$ cat config.mk
export PLATFORM = sky130hd
export DESIGN_NAME = gbcm_mac
export DESIGN_NICKNAME = d
export VERILOG_FILES = /design/src/hw/rtl/assert_macros.svh /design/src/hw/rtl/gbcm_pkg.sv /design/src/hw/rtl/gbcm_mac.sv
export SDC_FILE = /design/constraint.sdc
export NUM_CORES = 2
export LEC_CHECK = 0
export ABC_AREA = 1
export BUFFER_PORTS_ARGS = -buffer_cell sky130_fd_sc_hd__buf_2
export CAP_MARGIN = 0
export CORE_ASPECT_RATIO = 1.75
export CORE_MARGIN = 2
export CORE_UTILIZATION = 35
export DETAILED_ROUTE_END_ITERATION = 8
export GPL_ROUTABILITY_DRIVEN = 0
export PLACE_DENSITY_LB_ADDON = 0.12
export RECOVER_POWER = 50
export SLEW_MARGIN = 20
export SYNTH_ARGS = -nofsm -noshare
export SYNTH_HDL_FRONTEND = slang
export SYNTH_SLANG_ARGS = --single-unit
$ cat constraint.sdc
create_clock -name clk -period 4.52 [get_ports clk]
set_clock_uncertainty 0.2 [all_clocks]
set_input_delay 0.226 -clock clk [delete_from_list [all_inputs] [get_ports clk]]
set_output_delay 0.226 -clock clk [all_outputs]
set_load 0.05 [all_outputs]
$ cat src/hw/rtl/assert_macros.svh
// assertion helpers shared by the rtl files
// each use expects clk and arst_n in the enclosing module
`ifndef ASSERT_MACROS_SVH
`define ASSERT_MACROS_SVH

// property holds at every clock edge outside reset
`define ASSERT_ALWAYS(lbl, expr) \
	lbl: assert property (@(posedge clk) disable iff (!arst_n) (expr)) \
		else $error("assertion failed");

// consequent holds in the cycle after the antecedent
`define ASSERT_NEXT(lbl, ante, cons) \
	lbl: assert property (@(posedge clk) disable iff (!arst_n) (ante) |=> (cons)) \
		else $error("assertion failed");

`endif

$ cat src/hw/rtl/gbcm_pkg.sv
package gbcm_pkg;

	localparam int MAX_COLUMNS = 64;
	localparam int MAX_ROWS    = 64;
	localparam int COL_W       = $clog2(MAX_COLUMNS);
	localparam int ROW_W       = $clog2(MAX_ROWS);
	localparam int ADDR_W      = COL_W + ROW_W;
	localparam int GRID_DEPTH  = MAX_COLUMNS * MAX_ROWS;
	localparam int CNT_W       = 7;
	localparam int VAL_W       = 16;
	localparam int FRAC_W      = 8;
	localparam int WGT_W       = 2 * FRAC_W + 1;
	localparam int SUM_W       = 34;
	localparam int OUTQ_DEPTH  = 4;
	localparam int OUTQ_PTR_W  = $clog2(OUTQ_DEPTH);
	localparam int OUTQ_CNT_W  = $clog2(OUTQ_DEPTH + 1);
	localparam int CFG_IDX_W   = 2;
	localparam int S_DATA_W    = 80;
	localparam int M_DATA_W    = 2 * VAL_W;

	localparam logic CMD_WRITE = 1'b0;
	localparam logic CMD_QUERY = 1'b1;

	localparam logic [CFG_IDX_W-1:0] REG_COLUMNS = 2'd0;
	localparam logic [CFG_IDX_W-1:0] REG_ROWS    = 2'd1;

	localparam logic [CNT_W-1:0] COLUMNS_RESET = CNT_W'(MAX_COLUMNS);
	localparam logic [CNT_W-1:0] ROWS_RESET    = CNT_W'(MAX_ROWS);

	localparam logic signed [SUM_W-1:0] ROUND_HALF = SUM_W'(1) << (2 * FRAC_W - 1);
	localparam logic [VAL_W-1:0] VAL_MAX = {1'b0, {(VAL_W-1){1'b1}}};
	localparam logic [VAL_W-1:0] VAL_MIN = {1'b1, {(VAL_W-1){1'b0}}};

	// read control that travels alongside the memory read data
	typedef struct packed {
		logic             valid;
		logic             first;
		logic             last;
		logic             oor;
		logic [WGT_W-1:0] weight;
	} rd_ctl_t;

	typedef struct packed {
		logic [VAL_W-1:0] y;
		logic [VAL_W-1:0] x;
		logic             oor;
	} result_t;

	// zero acts as one, anything past the grid size saturates
	function automatic logic [CNT_W-1:0] eff_count(input logic [CNT_W-1:0] v,
			input logic [CNT_W-1:0] maxv);
		logic [CNT_W-1:0] r;
		if (v == '0) begin
			r = CNT_W'(1);
		end else if (v > maxv) begin
			r = maxv;
		end else begin
			r = v;
		end
		return r;
	endfunction

	// round half up, drop the weight fraction, saturate to the value width
	function automatic logic [VAL_W-1:0] round_sat(input logic signed [SUM_W-1:0] s);
		logic signed [SUM_W-1:0]   b;
		logic [SUM_W-2*FRAC_W-1:0] r;
		logic [VAL_W-1:0]          o;
		b = s + ROUND_HALF;
		r = b[SUM_W-1:2*FRAC_W];
		if ((&r[SUM_W-2*FRAC_W-1:VAL_W-1]) || !(|r[SUM_W-2*FRAC_W-1:VAL_W-1])) begin
			o = r[VAL_W-1:0];
		end else if (r[SUM_W-2*FRAC_W-1]) begin
			o = VAL_MIN;
		end else begin
			o = VAL_MAX;
		end
		return o;
	endfunction

endpackage

$ cat src/hw/rtl/gbcm_mac.sv
module gbcm_mac (
	input  logic                       clk,
	input  logic                       arst_n,
	input  gbcm_pkg::rd_ctl_t          ctl_s1,
	input  logic [gbcm_pkg::VAL_W-1:0] rdata_x,
	input  logic [gbcm_pkg::VAL_W-1:0] rdata_y,
	output logic                       push,
	output gbcm_pkg::result_t          result
);
	import gbcm_pkg::*;

	logic                     valid_s2, first_s2, last_s2, oor_s2;
	logic signed [SUM_W-1:0]  px_s2, py_s2;
	logic signed [SUM_W-1:0]  acc_x_q, acc_y_q;
	logic                     valid_s3, oor_s3;
	logic signed [SUM_W-1:0]  sx_s3, sy_s3;
	logic signed [SUM_W-1:0]  base_x, base_y;

	// one corner product per cycle for each table
	always_ff @(posedge clk or negedge arst_n) begin
		if (!arst_n) begin
			valid_s2 <= 1'b0;
			valid_s3 <= 1'b0;
		end else begin
			valid_s2 <= ctl_s1.valid;
			valid_s3 <= valid_s2 && last_s2;
		end
	end

	always_ff @(posedge clk) begin
		first_s2 <= ctl_s1.first;
		last_s2  <= ctl_s1.last;
		oor_s2   <= ctl_s1.oor;
		px_s2    <= $signed(rdata_x) * $signed({1'b0, ctl_s1.weight});
		py_s2    <= $signed(rdata_y) * $signed({1'b0, ctl_s1.weight});
	end

	assign base_x = first_s2 ? '0 : acc_x_q;
	assign base_y = first_s2 ? '0 : acc_y_q;

	always_ff @(posedge clk) begin
		if (valid_s2) begin
			acc_x_q <= base_x + px_s2;
			acc_y_q <= base_y + py_s2;
		end
		if (valid_s2 && last_s2) begin
			sx_s3  <= base_x + px_s2;
			sy_s3  <= base_y + py_s2;
			oor_s3 <= oor_s2;
		end
	end

	assign push       = valid_s3;
	assign result.x   = round_sat(sx_s3);
	assign result.y   = round_sat(sy_s3);
	assign result.oor = oor_s3;

endmodule

==> impl_metrics.ini <==
[clocking]
clk_pin_slew_ps = 70
cts_tree = yes
cts_root_buf = clkbuf_16
cts_sinks = 180
h-tree-depth = 4
cts_buffers = 17
clkLatencyLatePin_ps = 480
clock_path_buffers = 2

[route]
firstDrtPassIters = 5
routed_wl_um = 95100
ant_nets = 0
drc_errors = 0
detail_route.wl_per_cell_um = 16.4
vias = 26600
first_iter_violations = 970
viasPerCell = 4.60

[run]
drv_cap = 2

[worst_setup_path]
path_cells = buf_12 -> buf_12 -> buf_12 -> nand2_4 -> inv_2 -> fa_1 -> inv_2 -> fa_2 -> fa_1 -> inv_2 -> fa_2 -> fa_1 -> inv_1 -> fa_1 -> inv_2 -> ha_4 -> a21oi_4 -> o21ai_4 -> nand3b_1 -> buf_4 -> xor2_2
r2r-start = first_s2
crit_family = adder cells
crit_arrival_ps = 4980
cp-end-kind = flop
crit_required_ps = 4670
startpoint_type = input pin
r2r_slack_ps = 20
crit_type = in2reg
crit_fanout = 6
cp_slowest_cell = fa_2
timing.rr.end = acc_y_q[24]
worst-path-buf-inv = 9
reg2reg_depth = 13
cpPeakStageDelay_ps = 560

[worst_hold_path]
worstHoldPathCells = 4
hold_class = in2reg
hold_path_end = py_s2[0]
min_from = rdata_y[0]

[cells_and_area]
drive_gt1_frac = 0.213
layout_common_cells = 1124 x nand2_1, 989 x inv_1, 377 x fa_1, 299 x buf_4, 274 x ha_1
syn_to_final_growth_pct = 26.8
mostFrequentLayoutCell = nand2_1
post-route-util = 0.446
antenna_cells = 0
fill_cells = 9077
nets = 5395

[global_route]
grt_start_max_net_pins = 69
grt_usage = 0.213
grt_pass1_wl_um = 151000
antenna_found_initial = 2
grt-ovfl-total = 0
grt_pass1_vias = 28800

[floorplan]
start_util = 0.352
fp.coreArea_mm2 = 0.0877
die_area_mm2 = 0.0906
die_w_um = 228
die_h_um = 397
fp-row-count = 144
num_io_pins = 89

[yosys]
synth-seq-area-share = 0.152
synth_cell_types = 38
syn_area_per_cell_um2 = 7.28
synth_seq_cells = 180
synth_nets = 5029
synth_warnings = 0
syn_area_mm2 = 0.0309
syn_inst = 4240

[timing]
fin_ws_ps = -314
worstMarginPinSlew_ps = 1960
setup_viol = 45
fin_crit_sh = 1.07
setup_tns_ps = -8030
max_freq_ghz = 0.207
drv_slew = 105
maxSlewHeadroom = -0.309
fin_crit_ps = 4830
final-hold-violation-count = 0
rsz0062_at_grt = yes

[placed_design]
dp_hpwl_um = 79300
pre_cts_ws_ps = -1030
io_buffers = 88

[run_status]
status = complete, but fails checks
failed_checks = max-capacitance violations, max-slew violations, negative setup slack
cell type report:
cell class	count	area [um2]	area share
clock buffers	19	433	0.0111
clock inverters	13	123	0.00314
inverters	1094	4120	0.105
multi-input cells	2841	23800	0.608
flip-flops and latches	180	4690	0.120
well taps	1168	1460	0.0374
repair buffers	472	4520	0.115
through the flow:
| stage | cell area [um2] | hold slack (ps) | std cells |
|---|---|---|---|
| 2_1_floorplan | 32100 | -270 | 4240 |
| 3_5_place_dp | 35500 | -188 | 5671 |
| 4_1_cts | 37800 | 72.4 | 5745 |
| 5_1_grt | 39100 | 96.8 | 5787 |
| 6_report | 39100 | 93.9 | 5787 |
| 3_3_place_gp | 35500 | -188 | 5671 |
cell usage after synthesis:
cell type	n	share of area
nor2_8	1	0.00065
nor2_2	2	0.00041
nand3b_1	7	0.0017
and2_1	2	0.00041
buf_12	1	0.00065
a31oi_1	1	0.00020
xnor2_1	23	0.0065
buf_1	2	0.00024
nand2_2	13	0.0026
nand4_1	28	0.0057
nor2_1	294	0.036
nor3_4	1	0.00053
o21a_1	4	0.00097
ha_1	316	0.13
nor3_1	36	0.0058
clkbuf_1	118	0.014
o21ai_0	90	0.015
nand3_2	2	0.00065
inv_2	3	0.00036
nand2_1	1250	0.15
o21bai_4	1	0.00061
nand3_1	103	0.017
xor2_4	1	0.00089
nand2_4	2	0.00073
fa_1	418	0.27
edfxtp_1	107	0.10
nor2_4	3	0.0011
inv_1	1091	0.13
dfxtp_1	71	0.046
buf_6	3	0.0011
dfrtp_1	2	0.0016
a21o_1	4	0.00097
xor2_1	77	0.022
buf_4	1	0.00024
o21bai_1	8	0.0019
o211ai_1	4	0.00097
nand2b_4	1	0.00045
a21oi_1	149	0.024
routing by layer:
layer	routed length, um	track usage
met1	36800	0.229
met2	52500	0.426
met3	1730	0.0136
met4	4110	0.0880
met5	13	0
sequential cells by signal (all words and copies together) (netlist names):
name / cells
py_s2: 34
last_s2: 1
acc_y_q: 34
acc_x_q: 34
valid_s2: 1
oor_s2: 1
sy_s3: 19
push: 1
sx_s3: 19
first_s2: 1
oor_s3: 1
px_s2: 34
worst max-delay path by stage:
stage	startpoint	depth (start not counted)	endpoint	slack, ps
detailed placement	ctl_s1[13]	21	py_s2[33]	-1030
global placement	ctl_s1[11]	20	py_s2[14]	-970
finish	ctl_s1[8]	21	px_s2[13]	-310
CTS	ctl_s1[8]	21	px_s2[13]	-230
floorplan	rdata_y[7]	20	py_s2[20]	-400
global route	ctl_s1[9]	25	py_s2[33]	-450
logic make-up (layout without fill, tap and decap cells):
logic type               Yosys count  after routing  share of synthesized area
buffers and inverters           1219           1598                      0.150
adder cells (fa/ha/maj)          734            734                      0.399
flip-flops                       180            180                      0.152
XOR/XNOR                         101            101                     0.0293
AO/OA/AOI/OAI                    261            261                     0.0445
AND/OR/NAND/NOR                 1745           1745                      0.225
worst reg2reg max path, stage by stage, from the launching register on:
cell	delay [ps]
dfxtp_1	1330
clkbuf_2	790
nor2_1	150
ha_1	380
a21oi_1	270
nor2_1	70
nor2_1	210
nand2_1	200
nand2_1	100
nand2_1	180
nand2_1	140
nand2_1	60
nand2_1	50
nand2_1	100
timing repair:
item,CTS,global route
setup endpoints to repair,51,50
cloned,8,4
hold buffers,7,0
pin swaps,138,162
buffers inserted,27,44
hold endpoints to repair,7,0
gates resized for setup,338,271
Power is not shown: default switching activity piles up to over one toggle a cycle in this logic, so the estimate is an artifact.
