<file path="config.mk">
export PLATFORM = sky130hd
export DESIGN_NAME = gbcm_seq
export DESIGN_NICKNAME = d
export VERILOG_FILES = /design/src/hw/rtl/gbcm_pkg.sv /design/src/hw/rtl/gbcm_seq.sv
export VERILOG_INCLUDE_DIRS = /design/src /design/src/hw/rtl
export SDC_FILE = /design/constraint.sdc
export NUM_CORES = 1
export LEC_CHECK = 0
export BUFFER_PORTS_ARGS = -buffer_cell sky130_fd_sc_hd__buf_4
export CAP_MARGIN = 10
export CELL_PAD_IN_SITES_DETAIL_PLACEMENT = 0
export CELL_PAD_IN_SITES_GLOBAL_PLACEMENT = 1
export CORE_MARGIN = 4
export CORE_UTILIZATION = 30
export DETAILED_ROUTE_END_ITERATION = 10
export HOLD_SLACK_MARGIN = 0.03
export PLACE_DENSITY = 0.66
export SYNTH_ARGS = -nofsm -noshare
export SYNTH_HDL_FRONTEND = slang
export SYNTH_SLANG_ARGS = --single-unit
</file>
<file path="constraint.sdc">
create_clock -name clk -period 11.3 [get_ports clk]
set_input_delay 3.39 -clock clk [delete_from_list [all_inputs] [get_ports clk]]
set_output_delay 3.39 -clock clk [all_outputs]
set_load 0.01 [all_outputs]
</file>
<file path="src/hw/rtl/assert_macros.svh">
// assertion helpers shared by the rtl files
// each use expects clk and arst_n in the enclosing module
`ifndef ASSERT_MACROS_SVH
`define ASSERT_MACROS_SVH

// property holds at every clock edge outside reset
`define ASSERT_ALWAYS(lbl, expr) \
	lbl: assert property (@(posedge clk) disable iff (!arst_n) (expr)) \
		else $error("assertion failed");

// consequent holds in the cycle after the antecedent
`define ASSERT_NEXT(lbl, ante, cons) \
	lbl: assert property (@(posedge clk) disable iff (!arst_n) (ante) |=> (cons)) \
		else $error("assertion failed");

`endif

</file>
<file path="src/hw/rtl/gbcm_pkg.sv">
package gbcm_pkg;

	localparam int MAX_COLUMNS = 64;
	localparam int MAX_ROWS    = 64;
	localparam int COL_W       = $clog2(MAX_COLUMNS);
	localparam int ROW_W       = $clog2(MAX_ROWS);
	localparam int ADDR_W      = COL_W + ROW_W;
	localparam int GRID_DEPTH  = MAX_COLUMNS * MAX_ROWS;
	localparam int CNT_W       = 7;
	localparam int VAL_W       = 16;
	localparam int FRAC_W      = 8;
	localparam int WGT_W       = 2 * FRAC_W + 1;
	localparam int SUM_W       = 34;
	localparam int OUTQ_DEPTH  = 4;
	localparam int OUTQ_PTR_W  = $clog2(OUTQ_DEPTH);
	localparam int OUTQ_CNT_W  = $clog2(OUTQ_DEPTH + 1);
	localparam int CFG_IDX_W   = 2;
	localparam int S_DATA_W    = 80;
	localparam int M_DATA_W    = 2 * VAL_W;

	localparam logic CMD_WRITE = 1'b0;
	localparam logic CMD_QUERY = 1'b1;

	localparam logic [CFG_IDX_W-1:0] REG_COLUMNS = 2'd0;
	localparam logic [CFG_IDX_W-1:0] REG_ROWS    = 2'd1;

	localparam logic [CNT_W-1:0] COLUMNS_RESET = CNT_W'(MAX_COLUMNS);
	localparam logic [CNT_W-1:0] ROWS_RESET    = CNT_W'(MAX_ROWS);

	localparam logic signed [SUM_W-1:0] ROUND_HALF = SUM_W'(1) << (2 * FRAC_W - 1);
	localparam logic [VAL_W-1:0] VAL_MAX = {1'b0, {(VAL_W-1){1'b1}}};
	localparam logic [VAL_W-1:0] VAL_MIN = {1'b1, {(VAL_W-1){1'b0}}};

	// read control that travels alongside the memory read data
	typedef struct packed {
		logic             valid;
		logic             first;
		logic             last;
		logic             oor;
		logic [WGT_W-1:0] weight;
	} rd_ctl_t;

	typedef struct packed {
		logic [VAL_W-1:0] y;
		logic [VAL_W-1:0] x;
		logic             oor;
	} result_t;

	// zero acts as one, anything past the grid size saturates
	function automatic logic [CNT_W-1:0] eff_count(input logic [CNT_W-1:0] v,
			input logic [CNT_W-1:0] maxv);
		logic [CNT_W-1:0] r;
		if (v == '0) begin
			r = CNT_W'(1);
		end else if (v > maxv) begin
			r = maxv;
		end else begin
			r = v;
		end
		return r;
	endfunction

	// round half up, drop the weight fraction, saturate to the value width
	function automatic logic [VAL_W-1:0] round_sat(input logic signed [SUM_W-1:0] s);
		logic signed [SUM_W-1:0]   b;
		logic [SUM_W-2*FRAC_W-1:0] r;
		logic [VAL_W-1:0]          o;
		b = s + ROUND_HALF;
		r = b[SUM_W-1:2*FRAC_W];
		if ((&r[SUM_W-2*FRAC_W-1:VAL_W-1]) || !(|r[SUM_W-2*FRAC_W-1:VAL_W-1])) begin
			o = r[VAL_W-1:0];
		end else if (r[SUM_W-2*FRAC_W-1]) begin
			o = VAL_MIN;
		end else begin
			o = VAL_MAX;
		end
		return o;
	endfunction

endpackage

</file>
<file path="src/hw/rtl/gbcm_seq.sv">
`include "assert_macros.svh"

module gbcm_seq (
	input  logic                          clk,
	input  logic                          arst_n,
	input  logic                          accept,
	input  logic                          cmd,
	input  logic [gbcm_pkg::COL_W-1:0]    node_column,
	input  logic [gbcm_pkg::ROW_W-1:0]    node_row,
	input  logic [gbcm_pkg::VAL_W-1:0]    node_x_value,
	input  logic [gbcm_pkg::VAL_W-1:0]    node_y_value,
	input  logic [gbcm_pkg::VAL_W-1:0]    query_x,
	input  logic [gbcm_pkg::VAL_W-1:0]    query_y,
	input  logic [gbcm_pkg::CNT_W-1:0]    columns_in_use,
	input  logic [gbcm_pkg::CNT_W-1:0]    rows_in_use,
	output logic                          free,
	output logic                          mem_en,
	output logic                          mem_we,
	output logic [gbcm_pkg::ADDR_W-1:0]   mem_addr,
	output logic [gbcm_pkg::VAL_W-1:0]    mem_wdata_x,
	output logic [gbcm_pkg::VAL_W-1:0]    mem_wdata_y,
	output gbcm_pkg::rd_ctl_t             ctl_s1
);
	import gbcm_pkg::*;

	localparam int AXIS_W = VAL_W - 1;

	logic                busy_q;
	logic                op_q;
	logic [1:0]          step_q;
	logic [COL_W-1:0]    col_lo_q, col_hi_q;
	logic [ROW_W-1:0]    row_lo_q, row_hi_q;
	logic [FRAC_W-1:0]   fu_q, fv_q;
	logic                oor_q;
	logic [VAL_W-1:0]    wx_q, wy_q;

	logic [CNT_W-1:0]    nx, ny, nx_m1, ny_m1, ul_p1, vl_p1;
	logic [AXIS_W-1:0]   hi_x, hi_y, cq_x, cq_y;
	logic                neg_x, neg_y, over_x, over_y;
	logic [COL_W-1:0]    ul, ur;
	logic [ROW_W-1:0]    vl, vr;
	logic [FRAC_W:0]     wa, wb;
	logic [WGT_W-1:0]    weight;
	logic                last_step;

	// clamp both axes into the grid in use
	always_comb begin
		nx     = eff_count(columns_in_use, CNT_W'(MAX_COLUMNS));
		ny     = eff_count(rows_in_use, CNT_W'(MAX_ROWS));
		nx_m1  = nx - CNT_W'(1);
		ny_m1  = ny - CNT_W'(1);
		hi_x   = AXIS_W'({nx_m1, FRAC_W'(0)});
		hi_y   = AXIS_W'({ny_m1, FRAC_W'(0)});
		neg_x  = query_x[VAL_W-1];
		neg_y  = query_y[VAL_W-1];
		over_x = !neg_x && (query_x[AXIS_W-1:0] > hi_x);
		over_y = !neg_y && (query_y[AXIS_W-1:0] > hi_y);
		cq_x   = neg_x ? '0 : (over_x ? hi_x : query_x[AXIS_W-1:0]);
		cq_y   = neg_y ? '0 : (over_y ? hi_y : query_y[AXIS_W-1:0]);
		ul     = cq_x[FRAC_W+COL_W-1:FRAC_W];
		vl     = cq_y[FRAC_W+ROW_W-1:FRAC_W];
		ul_p1  = CNT_W'(ul) + CNT_W'(1);
		vl_p1  = CNT_W'(vl) + CNT_W'(1);
		ur     = (ul_p1 < nx) ? ul_p1[COL_W-1:0] : nx_m1[COL_W-1:0];
		vr     = (vl_p1 < ny) ? vl_p1[ROW_W-1:0] : ny_m1[ROW_W-1:0];
	end

	assign last_step = (op_q == CMD_WRITE) || (step_q == 2'd3);
	assign free      = !busy_q || last_step;

	always_ff @(posedge clk or negedge arst_n) begin
		if (!arst_n) begin
			busy_q <= 1'b0;
			op_q   <= CMD_WRITE;
			step_q <= '0;
		end else if (accept) begin
			busy_q <= 1'b1;
			op_q   <= cmd;
			step_q <= '0;
		end else if (busy_q) begin
			busy_q <= !last_step;
			step_q <= step_q + 2'd1;
		end
	end

	always_ff @(posedge clk) begin
		if (accept) begin
			if (cmd == CMD_WRITE) begin
				col_lo_q <= node_column;
				row_lo_q <= node_row;
			end else begin
				col_lo_q <= ul;
				row_lo_q <= vl;
			end
			col_hi_q <= ur;
			row_hi_q <= vr;
			fu_q     <= cq_x[FRAC_W-1:0];
			fv_q     <= cq_y[FRAC_W-1:0];
			oor_q    <= neg_x || neg_y || over_x || over_y;
			wx_q     <= node_x_value;
			wy_q     <= node_y_value;
		end
	end

	// corner order: (ul,vl) (ul,vr) (ur,vl) (ur,vr)
	always_comb begin
		wa          = step_q[1] ? {1'b0, fu_q} : (FRAC_W+1)'(1 << FRAC_W) - {1'b0, fu_q};
		wb          = step_q[0] ? {1'b0, fv_q} : (FRAC_W+1)'(1 << FRAC_W) - {1'b0, fv_q};
		weight      = WGT_W'(wa) * WGT_W'(wb);
		mem_en      = busy_q;
		mem_we      = busy_q && (op_q == CMD_WRITE);
		mem_addr    = {(step_q[0] ? row_hi_q : row_lo_q), (step_q[1] ? col_hi_q : col_lo_q)};
		mem_wdata_x = wx_q;
		mem_wdata_y = wy_q;
	end

	always_ff @(posedge clk or negedge arst_n) begin
		if (!arst_n) begin
			ctl_s1 <= '0;
		end else begin
			ctl_s1.valid  <= busy_q && (op_q == CMD_QUERY);
			ctl_s1.first  <= (step_q == 2'd0);
			ctl_s1.last   <= (step_q == 2'd3);
			ctl_s1.oor    <= oor_q;
			ctl_s1.weight <= weight;
		end
	end

	`ASSERT_NEXT(a_query_starts_fresh, accept && (cmd == CMD_QUERY),
		busy_q && (step_q == 2'd0) && !free)

endmodule

</file>
==> reports/metrics.cfg <==
[clock_tree]
numCtsBuffers = 9
cts-root-buf = clkbuf_16
insertion_delay_ns = 0.35
ctsResizeCount = 0
ctsHoldBuffers = 0
clockBufferDepth = 2
clock-sinks = 98
post-cts-setup-buffers = 0
cts_tree = built
cts_max_level = 3
path_clk_slew_ns = 0.07

[sta]
rsz0062_at_grt = no
min_period_ns = 9.543
finalHoldViolations = 0
clock.fmax_mhz = 104.8
fin_setup_tns_ns = 0
worst_pin_slew_ns = 0.9917
fin_crit_sh_pct = 84.45
relSlewSlack_pct = 33.89
clock_skew_ns = 0.008555
report.final.slew_viol_count = 0
setup_viol = 0

[global_routing]
grt_antenna_before_repair = 0
grt.total_usage_pct = 13.85
grt_max_degree = 78
gr-total-overflow = 0
grt_pass1_vias = 5804
grt_pass1_wl_um = 31170

[job]
maxCapViolCount = 0

[power]
p_leak_nw = 4.327
power_density_mw_per_mm2 = 227.2
ir_worst_vdd_uv = 191.3

[floorplanning]
rows = 58
dieArea_mm2 = 0.02833
die_w_um = 168.3
start_util_pct = 30.53
io_pins = 162
coreArea_mm2 = 0.02525
die-height_um = 168.3

[placement]
place_congestion = 0.8624
port_buffers = 161
hpwl_um = 15720
place_area_mm2 = 0.009303

[layout]
nFillCells = 2622
antennaDiodeCount = 0
multi_input_area_mm2 = 0.004529
drive_above_1_share_pct = 24.61
nNetsFinal = 1103
stdcell_area_mm2 = 0.009600
syn_to_final_growth_pct = 24.52
layout.area.seq_mm2 = 0.002818

[synth]
synth_edf_count = 73
ys_seq_elements = 98
ys_types = 67
synthFlopType = edfxtp_1
seq_area_frac_synth_pct = 36.55
netlist_area_mm2 = 0.007710
async_flop_share_pct = 25.51
synthCells = 735
ys.warnings.count = 0
synth.avg_cell_area_um2 = 10.49
syn-num-nets = 941

[worst_setup_path]
cp-end-kind = register
critPathMaxFanout = 10
critical-path-top-delay-family = compound AO/OA/AOI/OAI gates
required_ns = 11.40
criticalPathCategory = input port to register
cp_slowest_stage_delay_ns = 0.49
critical_path_buf_inv_count = 3
crit_top_cell = ha_1
crit_arrival_ns = 9.64
worstSetupStartpointType = input port
r2r_slack_ns = 4.90
cpMaxStageDelayCell = nor3_2

[routing]
wl_per_cell_um = 16.00
drt-total-wl_um = 19710
drt_iter0_markers = 250
vias = 5685
drc = 0
drt-pass1-iter-count = 4
viasPerCell = 4.614
ant_nets = 0

[worst_hold_path]
hold_path_class = register to register

[outcome]
status = finished clean

==> report_power, final <==
group | internal (mW) | switching [mW]
Sequential | 0.476 | 0.0261
Combinational | 0.646 | 0.713
Clock | 0.180 | 0.140
Total | 1.30 | 0.879
==> layout make-up <==
class,count,area share [%]
clock buffers,13,2.607
clock inverters,3,0.4952
inverters,83,3.245
multi-input cells,541,47.18
flip-flops and latches,98,29.35
well taps,330,4.301
repair buffers,164,12.82
==> state kept, by name, summed over array words and instances, names as in the netlist <==
register	count
mem_wdata_x	16
fv_q	8
col_lo_q	6
ctl_s1	21
oor_q	1
mem_en	1
col_hi_q	6
row_lo_q	6
fu_q	8
step_q	2
op_q	1
row_hi_q	6
mem_wdata_y	16
==> kinds of logic after synthesis <==
logic type | Yosys count | share of synthesized area (%)
flops | 98 | 36.55
xor+xnor | 41 | 4.658
buf+inv | 96 | 4.706
fa+ha+maj | 115 | 23.37
simple gates | 246 | 15.89
mux | 39 | 5.550
compound gates | 100 | 9.283
==> layer usage <==
| layer | vias to the layer above | global-route usage (%) | routed length (µm) | share of wire [%] |
|---|---|---|---|---|
| li1 | 2863 | - | - | - |
| met1 | 2701 | 17.82 | 8555 | 43 |
| met4 | 0 | 3.458 | 316 | 1.6 |
| met3 | 16 | 3.757 | 1059 | 5.4 |
| met5 | - | 0 | 0 | 0 |
| met2 | 105 | 23.22 | 9781 | 50 |
==> per-stage QoR <==
stage	setup slack (ns)	hold slack [ns]	power [mW]	instances	util, %
global placement	1.473	0.3376	1.882	1216	36.84
global route	1.227	0.3574	2.444	1232	38.02
floorplan	2.288	0.3306	1.554	735	-
detailed placement	1.381	0.3380	1.892	1216	36.84
finish	1.757	0.3505	2.181	1232	38.02
CTS	1.756	0.3552	2.231	1232	38.02
==> cell usage after synthesis, types with 7 or more instances <==
master | count | area [µm²]
inv_1 | 83 | 311.6
nand2_1 | 82 | 307.8
edfxtp_1 | 73 | 2192
ha_1 | 63 | 788.3
nor2_1 | 52 | 195.2
fa_1 | 49 | 980.9
and2_1 | 45 | 281.5
mux2_2 | 26 | 292.8
xnor2_1 | 26 | 227.7
dfrtp_1 | 25 | 625.6
a21oi_1 | 22 | 110.1
xor2_1 | 15 | 131.4
o21ai_0 | 13 | 65.06
mux2i_1 | 12 | 120.1
clkbuf_1 | 11 | 41.29
nor3_1 | 11 | 55.05
nand2b_1 | 9 | 56.30
nor4_1 | 8 | 50.05
a211oi_1 | 7 | 52.55
nor2b_1 | 7 | 43.79
==> placed cells by master, fill, tap and decap left out, types with 22 or more instances in the layout <==
master,netlist,layout
edfxtp_1,73,73
fa_1,49,49
nand2_1,82,82
buf_4,0,164
dfrtp_1,25,25
inv_1,83,83
xnor2_1,26,26
a21oi_1,22,22
and2_1,45,45
ha_1,63,63
nor2_1,52,52
mux2_2,26,26
==> final timing paths <==
kind | startpoint | end | cells past startpoint
setup / recovery | columns_in_use[2] | col_hi_q[3]$_DFFE_PP_ | 27
hold / removal | oor_q$_DFFE_PP_ | ctl_s1[17]$_DFF_PN0_ | 0
setup reg to reg | fu_q[0]$_SDFFCE_PP0P_ | ctl_s1[16]$_DFF_PN0_ | 24
hold reg to reg | oor_q$_DFFE_PP_ | ctl_s1[17]$_DFF_PN0_ | 0
max in group asynchronous | arst_n | mem_en$_DFF_PN0_ | 1
min in group asynchronous | arst_n | ctl_s1[16]$_DFF_PN0_ | 1
Power figures use the tool's default switching activity.
