==> src/hw/rtl/assert_macros.svh <==
// assertion helpers shared by the rtl files
// each use expects clk and arst_n in the enclosing module
`ifndef ASSERT_MACROS_SVH
`define ASSERT_MACROS_SVH

// property holds at every clock edge outside reset
`define ASSERT_ALWAYS(lbl, expr) \
	lbl: assert property (@(posedge clk) disable iff (!arst_n) (expr)) \
		else $error("assertion failed");

// consequent holds in the cycle after the antecedent
`define ASSERT_NEXT(lbl, ante, cons) \
	lbl: assert property (@(posedge clk) disable iff (!arst_n) (ante) |=> (cons)) \
		else $error("assertion failed");

`endif

==> src/hw/rtl/gbcm_pkg.sv <==
package gbcm_pkg;

	localparam int MAX_COLUMNS = 64;
	localparam int MAX_ROWS    = 64;
	localparam int COL_W       = $clog2(MAX_COLUMNS);
	localparam int ROW_W       = $clog2(MAX_ROWS);
	localparam int ADDR_W      = COL_W + ROW_W;
	localparam int GRID_DEPTH  = MAX_COLUMNS * MAX_ROWS;
	localparam int CNT_W       = 7;
	localparam int VAL_W       = 16;
	localparam int FRAC_W      = 8;
	localparam int WGT_W       = 2 * FRAC_W + 1;
	localparam int SUM_W       = 34;
	localparam int OUTQ_DEPTH  = 4;
	localparam int OUTQ_PTR_W  = $clog2(OUTQ_DEPTH);
	localparam int OUTQ_CNT_W  = $clog2(OUTQ_DEPTH + 1);
	localparam int CFG_IDX_W   = 2;
	localparam int S_DATA_W    = 80;
	localparam int M_DATA_W    = 2 * VAL_W;

	localparam logic CMD_WRITE = 1'b0;
	localparam logic CMD_QUERY = 1'b1;

	localparam logic [CFG_IDX_W-1:0] REG_COLUMNS = 2'd0;
	localparam logic [CFG_IDX_W-1:0] REG_ROWS    = 2'd1;

	localparam logic [CNT_W-1:0] COLUMNS_RESET = CNT_W'(MAX_COLUMNS);
	localparam logic [CNT_W-1:0] ROWS_RESET    = CNT_W'(MAX_ROWS);

	localparam logic signed [SUM_W-1:0] ROUND_HALF = SUM_W'(1) << (2 * FRAC_W - 1);
	localparam logic [VAL_W-1:0] VAL_MAX = {1'b0, {(VAL_W-1){1'b1}}};
	localparam logic [VAL_W-1:0] VAL_MIN = {1'b1, {(VAL_W-1){1'b0}}};

	// read control that travels alongside the memory read data
	typedef struct packed {
		logic             valid;
		logic             first;
		logic             last;
		logic             oor;
		logic [WGT_W-1:0] weight;
	} rd_ctl_t;

	typedef struct packed {
		logic [VAL_W-1:0] y;
		logic [VAL_W-1:0] x;
		logic             oor;
	} result_t;

	// zero acts as one, anything past the grid size saturates
	function automatic logic [CNT_W-1:0] eff_count(input logic [CNT_W-1:0] v,
			input logic [CNT_W-1:0] maxv);
		logic [CNT_W-1:0] r;
		if (v == '0) begin
			r = CNT_W'(1);
		end else if (v > maxv) begin
			r = maxv;
		end else begin
			r = v;
		end
		return r;
	endfunction

	// round half up, drop the weight fraction, saturate to the value width
	function automatic logic [VAL_W-1:0] round_sat(input logic signed [SUM_W-1:0] s);
		logic signed [SUM_W-1:0]   b;
		logic [SUM_W-2*FRAC_W-1:0] r;
		logic [VAL_W-1:0]          o;
		b = s + ROUND_HALF;
		r = b[SUM_W-1:2*FRAC_W];
		if ((&r[SUM_W-2*FRAC_W-1:VAL_W-1]) || !(|r[SUM_W-2*FRAC_W-1:VAL_W-1])) begin
			o = r[VAL_W-1:0];
		end else if (r[SUM_W-2*FRAC_W-1]) begin
			o = VAL_MIN;
		end else begin
			o = VAL_MAX;
		end
		return o;
	endfunction

endpackage

==> src/hw/rtl/gbcm_outq.sv <==
`include "assert_macros.svh"

module gbcm_outq (
	input  logic              clk,
	input  logic              arst_n,
	input  logic              push,
	input  gbcm_pkg::result_t push_data,
	input  logic              pop,
	output logic              not_empty,
	output gbcm_pkg::result_t head
);
	import gbcm_pkg::*;

	result_t                entry_q [OUTQ_DEPTH];
	logic [OUTQ_PTR_W-1:0]  wr_ptr_q, rd_ptr_q;
	logic [OUTQ_CNT_W-1:0]  cnt_q;

	always_ff @(posedge clk or negedge arst_n) begin
		if (!arst_n) begin
			wr_ptr_q <= '0;
			rd_ptr_q <= '0;
			cnt_q    <= '0;
		end else begin
			if (push) begin
				wr_ptr_q <= wr_ptr_q + OUTQ_PTR_W'(1);
			end
			if (pop) begin
				rd_ptr_q <= rd_ptr_q + OUTQ_PTR_W'(1);
			end
			cnt_q <= cnt_q + OUTQ_CNT_W'(push) - OUTQ_CNT_W'(pop);
		end
	end

	always_ff @(posedge clk) begin
		if (push) begin
			entry_q[wr_ptr_q] <= push_data;
		end
	end

	assign not_empty = (cnt_q != '0);
	assign head      = entry_q[rd_ptr_q];

	`ASSERT_ALWAYS(a_no_overflow, !(push && !pop && (cnt_q == OUTQ_CNT_W'(OUTQ_DEPTH))))
	`ASSERT_ALWAYS(a_no_underflow, !(pop && (cnt_q == '0)))

endmodule

==> config.mk <==
export PLATFORM = sky130hd
export DESIGN_NAME = gbcm_outq
export DESIGN_NICKNAME = d
export VERILOG_FILES = /design/src/hw/rtl/gbcm_pkg.sv /design/src/hw/rtl/gbcm_outq.sv
export VERILOG_INCLUDE_DIRS = /design/src /design/src/hw/rtl
export SDC_FILE = /design/constraint.sdc
export NUM_CORES = 1
export LEC_CHECK = 0
export BUFFER_PORTS_ARGS = -buffer_cell sky130_fd_sc_hd__buf_2
export CORE_UTILIZATION = 56
export CTS_CLUSTER_DIAMETER = 100
export DETAILED_ROUTE_END_ITERATION = 10
export PLACE_DENSITY = 0.85
export RECOVER_POWER = 50
export SYNTH_ARGS = -nofsm -noshare
export SYNTH_HDL_FRONTEND = slang
export SYNTH_SLANG_ARGS = --single-unit
==> constraint.sdc <==
create_clock -name clk -period 2.5 [get_ports clk]
set_input_delay 0.375 -clock clk [delete_from_list [all_inputs] [get_ports clk]]
set_output_delay 0.375 -clock clk [all_outputs]
set_load 0.02 [all_outputs]
==> results_dict.tcl, run 1 <==
set metrics [dict create \
    status "finished, violations left" \
    violations "design-rule violations" \
    finalMaxSlewViolations 0 \
    n_fill_cell 570 \
    pre_cts_slack_ns 0.658 \
    core_um2 8850 \
    hold_class "in2reg" \
    fin_worst_skew_ns 0.00785 \
    grt_pass1_vias 2515 \
    cp_max_fo 18 \
    wl_mm 8.24 \
    cts_setup_buffers 0 \
    start_util_pct 58.7 \
    fin_crit_ns 2.35 \
    rows 34 \
    nets 339 \
    die_x_um 98.3 \
    post_synth.cell_area_avg_um2 25.2 \
    antenna_found_initial 0 \
    syn2layout_area_growth_pct 19.7 \
    synth_cell_type_count 16 \
    gp_congestion 0.655 \
    io_buffers 70 \
    multi_input_area_um2 948 \
    routedWlPerCell_um 19.8 \
    critPathCaptureType "output pin" \
    synth_area_leader_cell "edfxtp_1" \
    die_h_um 98.3 \
    p_per_area_nw_per_um2 1250 \
    worst_slack_ns 0.153 \
    cts_made_buffers 17 \
    first_pass_iters 9 \
    ios 71 \
    cts_tree "built" \
    cp-start-kind "flop" \
    highest_layer "met4" \
    min_period_over_period_pct 93.9 \
    clk_path_buf_depth 2 \
    p_leak_uw 0.00213 \
    drive_above_1_share_pct 34.4 \
    rsz0062_at_grt "false" \
    synthCells 206 \
    clkTransAtPathRegs_ns 0.06 \
    hold_viol 0 \
    setup_violations 0 \
    netlist_area_um2 5200 \
    seq_area_frac_synth_pct 79.6 \
    wl_met1_mm 3.48 \
    synth.top_cell.area_share_pct 76.3 \
    remaining_drc_errors 3 \
    wl_met3_um 368 \
    hpwl_mm 4.99 \
    grt_pass1_wl_mm 13.1 \
    cts_root_buf "clkbuf_8" \
    gr-usage-all-layers_pct 19.4 \
    max-slew-margin-rel_pct 25.9 \
    worstSetupPathType "reg2out" \
    grt_max_degree 32 \
    synth_nets 250 \
    insertion_delay_ns 0.52 \
    vias 2304 \
    final_antenna_net_count 0 \
    max_freq_mhz 426 \
    routed_via_density 5.54 \
    antenna_cells 0 \
    synthTopCellsByArea "edfxtp_1 (76%), mux4_2 (12%), dfrtp_1 (3.4%)" \
    die_area_um2 9670 \
    max_slew.worst_pin.slew_ns 1.11 \
    cap_violations 0 \
    yosys_warnings 0 \
    cp.arrival_ns 1.97 \
    met2_length_mm 4.26 \
    ff_latch_area_um2 4140 \
    ys_ff_latch 139 \
    irDropWorstVdd_mv 0.700 \
    grt-ovfl-total 0 \
    fin_tns_setup_ns 0 \
    drtIter0Drc 113 \
    required_ns 2.12 \
    h-tree-depth 4 \
    cts.sinks 139 \
]
## synth_stat cells (all sizes together)
cell type / count
mux4: 33
ha: 6
xnor2: 3
edfxtp: 132
inv: 6
buf: 8
and2: 4
or3: 1
dfrtp: 7
nand2: 2
o21ai: 1
fa: 1
xor2: 2
## kinds of logic (layout without fill, tap and decap cells)
| group | count (synthesis) | after routing | share of synthesized area, % |
|---|---|---|---|
| adder cells (fa/ha/maj) | 7 | 7 | 1.83 |
| multiplexers | 33 | 33 | 14.7 |
| XOR/XNOR | 5 | 5 | 0.843 |
| flip-flops | 139 | 139 | 79.6 |
| AND/OR/NAND/NOR | 7 | 7 | 0.746 |
| buffers and inverters | 14 | 116 | 2.19 |
| AO/OA/AOI/OAI | 1 | 1 | 0.0962 |
## registers in the layout, summed over array words and instances (netlist names)
register / cells
cnt_q: 3
rd_ptr_q: 2
wr_ptr_q: 2
entry_q: 132
## cells in the final DEF, fill, tap and decap left out, types with 2 or more instances in the layout
master      count
clkbuf_1       35
mux4_1          5
clkinv_2        4
xnor2_1         3
nand2_1         2
xor2_1          2
inv_1           6
buf_2          36
inv_6           3
buf_12          5
ha_1            6
edfxtp_1      132
clkinvlp_4      5
dfrtp_1         6
mux4_2         28
buf_4           2
clkbuf_16      16
and2_2          3
## timing repair
| item | in CTS | in global routing |
|---|---|---|
| hold endpoints to repair | 7 | 0 |
| gates resized for setup | 0 | 0 |
| hold buffers | 1 | 0 |
## per-layer routing
metal  up-vias  global-route usage, %
met4         0                   7.35
met3         8                   7.52
met5         -                      0
li1       1051                      -
met1      1181                   24.2
met2        64                   31.4
## worst paths after layout
path                                    startpoint                        to  slack, ns  cells after the start
min in group asynchronous                   arst_n        cnt_q[0]$_DFF_PN0_       0.32                      2
max in group asynchronous                   arst_n   rd_ptr_q[0]$_DFFE_PN0P_       1.86                      2
min reg2reg                wr_ptr_q[0]$_DFFE_PN0P_   wr_ptr_q[0]$_DFFE_PN0P_       0.55                      1
min                                            pop   rd_ptr_q[0]$_DFFE_PN0P_       0.09                      2
max reg2reg                wr_ptr_q[0]$_DFFE_PN0P_  entry_q[0][29]$_DFFE_PP_       0.40                      4
max                        rd_ptr_q[0]$_DFFE_PN0P_                  head[31]       0.15                      3
## area by class of cell
class | instances | area share (%)
Clock buffer | 18 | 6.72
Clock inverter | 14 | 1.97
Inverter | 6 | 0.362
Multi-Input combinational cell | 53 | 15.2
Sequential cell | 139 | 66.6
Tap cell | 108 | 2.17
Timing Repair Buffer | 78 | 6.96
## where the power goes
| part | leakage [uW] | internal [uW] | switching [uW] |
|---|---|---|---|
| clock | 0.000254 | 1320 | 921 |
| combinational | 0.000585 | 993 | 1330 |
| sequential | 0.00129 | 3060 | 127 |
## worst max-delay path, stage by stage, from the launching register on
cell and delay, ns:
dfrtp_2 0.36, buf_4 0.34, mux4_2 0.57, buf_2 0.18
## stage by stage
| stage | area [um2] | hold WS (ns) | cells | power [uW] | utilization, % |
|---|---|---|---|---|---|
| after floorplan | 5200 | 0.0794 | 206 | 4940 | - |
| after global placement | 5710 | 0.215 | 383 | 5550 | 64.6 |
| after detailed placement | 5710 | 0.223 | 383 | 5610 | 64.6 |
| after CTS | 6260 | 0.0472 | 416 | 7860 | 70.8 |
| after global routing | 6220 | 0.0861 | 416 | 8110 | 70.3 |
| final | 6220 | 0.0858 | 416 | 7750 | 70.3 |
No activity file was read; power rests on OpenSTA's default activity.
==> run 2: changes to the inputs <==
--- a/config.mk
+++ b/config.mk
@@ -11,7 +11,6 @@
 export CTS_CLUSTER_DIAMETER = 100
 export DETAILED_ROUTE_END_ITERATION = 10
 export PLACE_DENSITY = 0.85
-export RECOVER_POWER = 50
 export SYNTH_ARGS = -nofsm -noshare
 export SYNTH_HDL_FRONTEND = slang
 export SYNTH_SLANG_ARGS = --single-unit
==> run 2 against run 1 <==
Compared with the run above: the flow still finishes with violations (design-rule violations); clock-buffer cell count stayed put; worst setup slack better by 0.0024 ns; first-iteration DRC count down 19%; sequential power about the same; clock power barely moved; combinational power about the same; global-route usage unchanged; routed wire length down 0.28%; cell area is 0.70% higher; critical path type unchanged; largest cell class unchanged; highest routed layer unchanged.
==> results_dict.tcl, run 2 (synthesized netlist as in run 1, its figures left out) <==
set metrics [dict create \
    fin_tns_setup_ns 0 \
    max_freq_mhz 426 \
    p_sw_uw 2370 \
    gr-usage-all-layers_pct 19.4 \
    cap_violations 0 \
    swShare_pct 30.6 \
    rsz0062_at_grt "false" \
    antenna_cells 0 \
    path_delay_family "multiplexers" \
    cts_made_buffers 17 \
    die_area_um2 9670 \
    mostFrequentLayoutCell "edfxtp_1" \
    critPathCaptureType "output pin" \
    routedWlPerCell_um 19.7 \
    fin_crit_ns 2.34 \
    antenna_found_initial 0 \
    cp.arrival_ns 1.97 \
    mostFrequentLayoutCells "edfxtp_1 (132), buf_2 (70), mux4_2 (28)" \
    rows 34 \
    pre_cts_slack_ns 0.658 \
    vias 2300 \
    drive_above_1_share_pct 45.8 \
    dpl_cell_area_um2 5710 \
    clk_path_buf_depth 2 \
    insertion_delay_ns 0.52 \
    gp_congestion 0.655 \
    final_antenna_net_count 0 \
    cp_num_buf_inv 2 \
    r2r_cells 4 \
    first_pass_iters 9 \
    violations "design-rule violations" \
    fin_worst_skew_ns 0.00877 \
    hpwl_mm 4.99 \
    required_ns 2.12 \
    grt-ovfl-total 0 \
    max_stage_delay_ns 0.57 \
    core_um2 8850 \
    cts_tree "built" \
    met2_length_mm 4.30 \
    worst_slack_ns 0.155 \
    holdPathStages 1 \
    cts_setup_buffers 0 \
    reg_top3 "entry_q x132, cnt_q x3" \
    p_int_uw 5380 \
    largest_reg_flops 132 \
    setup_violations 0 \
    max_slew.worst_pin.slew_ns 0.498 \
    p_leak_uw 0.00223 \
    p_per_area_nw_per_um2 1240 \
    h-tree-depth 4 \
    wl_mm 8.21 \
    cp_cell_sequence "buf_4 > mux4_2 > buf_2" \
    start_util_pct 58.7 \
    grt_max_degree 32 \
    max-slew-margin-rel_pct 66.8 \
    clkPwrFrac_pct 28.8 \
    syn2layout_area_growth_pct 20.5 \
    worstSetupPathType "reg2out" \
    power_frac_comb_pct 30.1 \
    min_period_over_period_pct 93.8 \
    hold_viol 0 \
    irDropWorstVdd_mv 0.702 \
    hold_ws_ns 0.0705 \
    ios 71 \
    hold_class "in2reg" \
    wl_met1_mm 3.46 \
    cts_root_buf "clkbuf_8" \
    crit_slowest_cell "mux4_2" \
    clkTransAtPathRegs_ns 0.06 \
    io_buffers 70 \
    highest_layer "met4" \
    cp-start-kind "flop" \
    wl_met3_um 365 \
    cp_max_fo 18 \
    nets 339 \
    grt_pass1_wl_mm 13.1 \
    grt_pass1_vias 2515 \
    dpl.cell_count 383 \
    top_register "entry_q" \
    remaining_drc_errors 3 \
    pwr-share-seq_pct 41.1 \
    cts_resized 0 \
    status "finished, violations left" \
    fin_cells 416 \
    worstSetupPathDepth 3 \
    finalMaxSlewViolations 0 \
    stdcell_area_um2 6260 \
    cts.sinks 139 \
    die_x_um 98.3 \
    drtIter0Drc 91 \
    die_h_um 98.3 \
    routed_via_density 5.53 \
]
-- run 2: cell count changes in the layout (fill, tap and decap cells not counted), sizes merged --
cell    previous run  this run
clkbuf            52        18
buf               43        77
-- run 2: area by class of cell --
class,count,area (um2)
sequential,139,4140
multi-input combinational,53,950
clock buffer,18,418
inverter,6,22.5
clock inverter,14,123
tap,108,135
timing repair buffer,78,475
fill,554,2580
-- run 2: per-stage QoR --
stage               util (%)  power, uW
floorplan                  -       4940
global route            70.8       8110
detailed placement      64.6       5610
CTS                     70.8       7860
global placement        64.6       5550
finish                  70.8       7750
-- run 2: final timing paths --
check	startpoint	end	slack [ns]
min	push_data[14]	entry_q[0][14]$_DFFE_PP_	0.07
max reg2reg	wr_ptr_q[0]$_DFFE_PN0P_	entry_q[2][4]$_DFFE_PP_	0.84
max	rd_ptr_q[0]$_DFFE_PN0P_	head[31]	0.16
min in group asynchronous	arst_n	cnt_q[0]$_DFF_PN0_	0.24
min reg2reg	wr_ptr_q[0]$_DFFE_PN0P_	wr_ptr_q[0]$_DFFE_PN0P_	0.55
max in group asynchronous	arst_n	rd_ptr_q[0]$_DFFE_PN0P_	2.08
-- run 2: layer usage --
| layer | vias to the layer above | track usage (%) |
|---|---|---|
| met5 | - | 0 |
| met4 | 0 | 7.35 |
| met3 | 6 | 7.52 |
| met2 | 60 | 31.4 |
| met1 | 1185 | 24.2 |
| li1 | 1049 | - |
-- run 2: worst register-to-register path: stages (launching register included) --
cell,delay (ns)
dfrtp_1,0.43
inv_1,0.10
ha_1,0.15
and2_2,0.45
buf_12,0.23
-- run 2: power groups by stage --
stage | logic, uW | registers (uW) | clock network (uW)
3_3_place_gp | 2340 | 3200 | 0
4_1_cts | 2380 | 3190 | 2280
3_5_place_dp | 2380 | 3240 | 0
6_report | 2330 | 3190 | 2240
2_1_floorplan | 1760 | 3190 | 0
5_1_grt | 2490 | 3230 | 2390
-- run 2: what timing repair did --
item,4_1_cts,5_1_grt
hold endpoints to repair,7,0
hold buffers,1,0
endpoints found under the setup margin,0,0
